<file path="src/picp_pkg.sv">
// Package for the point-in-convex-polygon test block.
// Holds item types, operation codes and the fixed arithmetic widths.
// No dependencies.
package picp_pkg;

  // Coordinate width of vertices and points (signed Q16.4)
  localparam int COORD_BITS = 20;
  localparam int NRM_W      = 16;                       // normal, signed Q1.14
  localparam int DIFF_W     = COORD_BITS + 1;           // vertex differences
  localparam int EN_W       = DIFF_W + NRM_W + 1;       // edge normal component
  localparam int DIST_W     = DIFF_W + EN_W + 2;        // signed distance
  localparam int NN_W       = 2 * EN_W + 2;             // squared edge normal length
  localparam int TOL_W      = 32;
  localparam int MUL_W      = (DIST_W > NN_W + 1) ? DIST_W : NN_W + 1;
  localparam int PROD_W     = 2 * MUL_W;
  localparam int DIG_W      = 16;                       // multiplier digit
  localparam int DIG_N      = (MUL_W + DIG_W - 1) / DIG_W;
  localparam int VTX_W      = 3 * COORD_BITS;

  // Operation codes
  localparam logic [1:0] OP_CLEAR  = 2'd0;
  localparam logic [1:0] OP_NORMAL = 2'd1;
  localparam logic [1:0] OP_APPEND = 2'd2;
  localparam logic [1:0] OP_QUERY  = 2'd3;

  typedef struct packed {
    logic [1:0]                   operation;
    logic signed [COORD_BITS-1:0] coord_x;
    logic signed [COORD_BITS-1:0] coord_y;
    logic signed [COORD_BITS-1:0] coord_z;
  } in_item_t;

  typedef struct packed {
    logic inside_res;
    logic vertex_overflow;
  } out_item_t;

  // Snapshot of one query as it travels to the back end
  typedef struct packed {
    logic signed [COORD_BITS-1:0] px;
    logic signed [COORD_BITS-1:0] py;
    logic signed [COORD_BITS-1:0] pz;
    logic signed [NRM_W-1:0]      nx;
    logic signed [NRM_W-1:0]      ny;
    logic signed [NRM_W-1:0]      nz;
    logic                         ovf;
  } query_t;

endpackage

</file>
<file path="src/picp_mul.sv">
// Shared sequential signed multiplier, one 16-bit digit of b per cycle.
// Depends on picp_pkg for operand and product widths.
module picp_mul (
  input  logic                                clk,
  input  logic                                rst,
  input  logic                                start,
  input  logic signed [picp_pkg::MUL_W-1:0]   a,
  input  logic signed [picp_pkg::MUL_W-1:0]   b,
  output logic                                done,
  output logic signed [picp_pkg::PROD_W-1:0]  prod
);
  import picp_pkg::*;

  localparam int MB_W  = DIG_N * DIG_W;
  localparam int ACC_W = MUL_W + MB_W;
  localparam int CNT_W = $clog2(DIG_N + 1);
  localparam int PP_W  = MUL_W + DIG_W;

  logic [MUL_W-1:0] ma;
  logic [MB_W-1:0]  mb;
  logic [ACC_W-1:0] acc;
  logic             neg;
  logic             run;
  logic [CNT_W-1:0] cnt;
  logic [MUL_W-1:0] abs_a;
  logic [MUL_W-1:0] abs_b;
  logic [ACC_W-1:0] signed_acc;
  logic [PP_W-1:0]  pp;

  assign abs_a      = a[MUL_W-1] ? MUL_W'(-a) : MUL_W'(a);
  assign abs_b      = b[MUL_W-1] ? MUL_W'(-b) : MUL_W'(b);
  assign signed_acc = neg ? -acc : acc;
  assign prod       = PROD_W'(signed_acc);
  assign pp         = ma * mb[MB_W-1 -: DIG_W];

  // datapath: top digit first, accumulator shifts one digit a cycle
  always_ff @(posedge clk) begin
    if (start) begin
      ma  <= abs_a;
      mb  <= MB_W'(abs_b);
      acc <= '0;
      neg <= a[MUL_W-1] ^ b[MUL_W-1];
    end else if (run) begin
      acc <= (acc << DIG_W) + ACC_W'(pp);
      mb  <= mb << DIG_W;
    end
  end

  // control
  always_ff @(posedge clk) begin
    if (rst) begin
      run  <= 1'b0;
      cnt  <= '0;
      done <= 1'b0;
    end else begin
      done <= 1'b0;
      if (start) begin
        run <= 1'b1;
        cnt <= '0;
      end else if (run) begin
        cnt <= cnt + 1'b1;
        if (cnt == CNT_W'(DIG_N - 1)) begin
          run  <= 1'b0;
          done <= 1'b1;
        end
      end
    end
  end

endmodule

</file>
<file path="config.mk">
export PLATFORM = sky130hd
export DESIGN_NAME = picp_mul
export DESIGN_NICKNAME = d
export VERILOG_FILES = /design/src/picp_pkg.sv /design/src/picp_mul.sv
export SDC_FILE = /design/constraint.sdc
export NUM_CORES = 2
export LEC_CHECK = 0
export BUFFER_PORTS_ARGS = -buffer_cell sky130_fd_sc_hd__buf_2
export CAP_MARGIN = 25
export CORE_MARGIN = 10
export CORE_UTILIZATION = 42
export DETAILED_ROUTE_END_ITERATION = 10
export PLACE_DENSITY_LB_ADDON = 0.15
export SLEW_MARGIN = 20
export SYNTH_ARGS = -nofsm -noshare
export SYNTH_HDL_FRONTEND = slang
export SYNTH_SLANG_ARGS = --single-unit
</file>
<file path="constraint.sdc">
create_clock -name clk -period 15.2 [get_ports clk]
set_input_delay 1.52 -clock clk [delete_from_list [all_inputs] [get_ports clk]]
set_output_delay 1.52 -clock clk [all_outputs]
set_load 0.02 [all_outputs]
</file>
==> results.cfg <==
[outcome]
status = finished, final reports clean

[synthesis]
syn_nets = 8974
synth_top_family_by_area = adder cells
ys_warn_count = 0
synth-async-reset-ratio_pct = 0
synthMuxAreaShare_pct = 0.769
synth_edf_count = 159
synth-xor-area-share_pct = 5.80
synth-simple-area-share_pct = 18.9
synthFlopType = dfxtp_1
synthAdderAreaFrac_pct = 40.8
yosysSeqAreaShare_pct = 12.9
ys_ff_latch = 323
synth_top_cell_by_area = fa_1
synth.area.top_cells = fa_1 (37%), inv_1 (9.0%), edfxtp_1 (7.6%)
syn_avg_cell_area_sq_um = 8.36
synth_top_area_share_pct = 37.0
syn_area_sq_um = 62500
synthDistinctLibCells = 80
netlist_instances = 7470
synth_compound_area_share_pct = 9.22

[setup_path]
reg2reg_slack_ns = 5.32
worstPathBufferInverterCount = 7
path_delay_family = adder cells
r2r_start = mb[69]$_DFFE_PP_
max_stage_delay_ns = 1.00
timing.setup.critical_path_class = flip-flop to flip-flop
rr_worst_depth = 25
cp_slowest_cell = a211oi_1
cp-start-kind = flip-flop
crit_top_cell = fa_1
end_kind = flip-flop
cp.required_ns = 15.75
r2r_end = acc[125]$_SDFFE_PP0P_
cp_max_fo = 46
arrival_ns = 10.42

[floorplan]
core-area_sq_um = 148000
initial_core_util_pct = 42.3
die_y_um = 406
core.rowCount = 141
die_w_um = 406
io_pins = 320
die_area_sq_um = 165000

[clocking]
post_cts_resized = 0
clockRootBuffer = clkbuf_16
cts.clk_slew.worst_paths_ns = 0.07
cts_buffers = 47
cts_tree = built
postCtsSetupBuffers = 0
hold_buffers = 0
clkSinkCount = 323
clk_latency_ns = 0.67
cts.htree.levels = 2
clk_path_buf_depth = 3

[timing]
clock_skew_ns = 0.0436
period_needed_ns = 9.88
setup_viol = 0
drv_slew = 0
worstMarginPinSlew_ns = 1.10
setup_tns_ns = 0
slew_headroom_pct = 26.0
rsz0062_at_grt = false
timing_hold_violations_final = 0
max_freq_mhz = 101
timing.final.crit_share_pct = 65.0
fin_ws_ns = 5.32

[routing]
drc = 0
firstDrtPassIters = 6
drt-initial-drc-count = 4399
final_antenna_net_count = 0
detail_route.vias_per_cell = 5.59
wl_per_cell_um = 24.5
wirelength_um = 232000
dr_total_vias = 52900

[worst_hold_path]
holdPathStages = 2
worstHoldStart = cnt[2]$_SDFFE_PP0P_
hold_path.class = flip-flop to flip-flop
holdPathEnd = done$_SDFF_PP0_

[run]
max_cap_violations = 0

[grt]
grt_overflow = 0
grt_pass1_vias = 54900
antenna_found_initial = 8
grt_pass1_wl_um = 350000
grt_usage_pct = 28.0
grt_max_degree = 147

[placed_design]
place_hpwl_um = 182000
placed_area_sq_um = 65500
io_buffers = 319
post-place-ws_ns = 5.59
globalplace.congestion = 0.997

[cells_and_area]
final_cell_area_sq_um = 67200
drive_above_1_share_pct = 7.34
final_common_cell = inv_1
layout_common_cells = inv_1 (1499), nand2_1 (1245), fa_1 (1155)
syn_to_final_growth_pct = 7.63
fin_nets = 8988
final_util_pct = 45.5
==> per-stage QoR <==
step	hold slack, ns	std cells
global route	0.504	9454
CTS	0.492	9449
global placement	0.481	9360
detailed placement	0.483	9361
floorplan	0.446	7470
finish	0.484	9456
==> worst register-to-register path, delay by kind of cell (launching register included) <==
| family | cells | cell delay, ns |
|---|---|---|
| AOI/OAI and AO/OA | 5 | 2.78 |
| adders and majority gates | 7 | 3.54 |
| buffers and inverters | 7 | 1.40 |
| DFF | 1 | 0.32 |
| and+or+nand+nor | 6 | 1.72 |
==> cells by family after synthesis <==
logic type / count (synthesis)
adder cells (fa/ha/maj): 1343
buffers and inverters: 1942
multiplexers: 47
XOR/XNOR: 414
AND/OR/NAND/NOR: 2503
flip-flops: 323
AO/OA/AOI/OAI: 898
==> registers in the layout (all words and copies together), names as in the netlist <==
signal	flops
done	1
mb	80
acc	158
run	1
cnt	3
neg	1
ma	79
==> synthesized netlist by cell type (8+ instances only) <==
cell type / n
o41ai_1: 48
ha_1: 188
mux2i_1: 39
xnor2_1: 320
or2_2: 22
or3_1: 73
a21oi_1: 246
nor3_1: 89
o22ai_1: 17
nand4_1: 104
and2_1: 378
nand2b_1: 27
nand4b_1: 10
mux2_2: 8
or4_1: 44
a21o_1: 45
a211oi_1: 39
nand3_1: 84
nand3b_1: 9
dfxtp_1: 164
nor2_1: 297
and4_1: 9
nor4_1: 54
a31oi_1: 14
clkbuf_1: 422
fa_1: 1155
a2111oi_0: 13
o21a_1: 14
inv_1: 1499
o21ai_0: 233
a221o_1: 9
o21bai_1: 27
xor2_1: 94
o211ai_1: 13
a21boi_0: 9
edfxtp_1: 159
and3_1: 29
buf_1: 14
a221oi_1: 9
o31ai_1: 95
nand2_1: 1245
==> per-layer routing <==
layer  vias to the layer above  track usage (%)  share of wire [%]
met5                         -            0.351              0.060
met4                        13             10.1                4.1
met3                       463             6.24                8.7
met2                      2220             45.8                 47
met1                     27000             36.3                 40
li1                      23200                -                  -
==> layout make-up <==
class                   count  area, sq um
multi-input cells        5205        47200
diodes                      3         7.51
fillers                 14900        80600
clock buffers              57         1280
clock inverters            31          378
repair buffers            405         2300
inverters                1502         5640
flip-flops and latches    323         8070
well taps                1930         2410
==> worst max path at each step <==
stage	cells after the start	from	to	slack, ns
CTS	25	mb[69]$_DFFE_PP_	acc[125]$_SDFFE_PP0P_	5.48
global route	25	mb[69]$_DFFE_PP_	acc[125]$_SDFFE_PP0P_	5.06
finish	25	mb[69]$_DFFE_PP_	acc[125]$_SDFFE_PP0P_	5.32
floorplan	24	mb[78]$_DFFE_PP_	acc[122]$_SDFFE_PP0P_	8.00
global placement	25	mb[69]$_DFFE_PP_	acc[125]$_SDFFE_PP0P_	5.65
detailed placement	25	mb[69]$_DFFE_PP_	acc[125]$_SDFFE_PP0P_	5.59
Power is not shown: default switching activity piles up to over one toggle a cycle in this logic, so the estimate is an artifact.
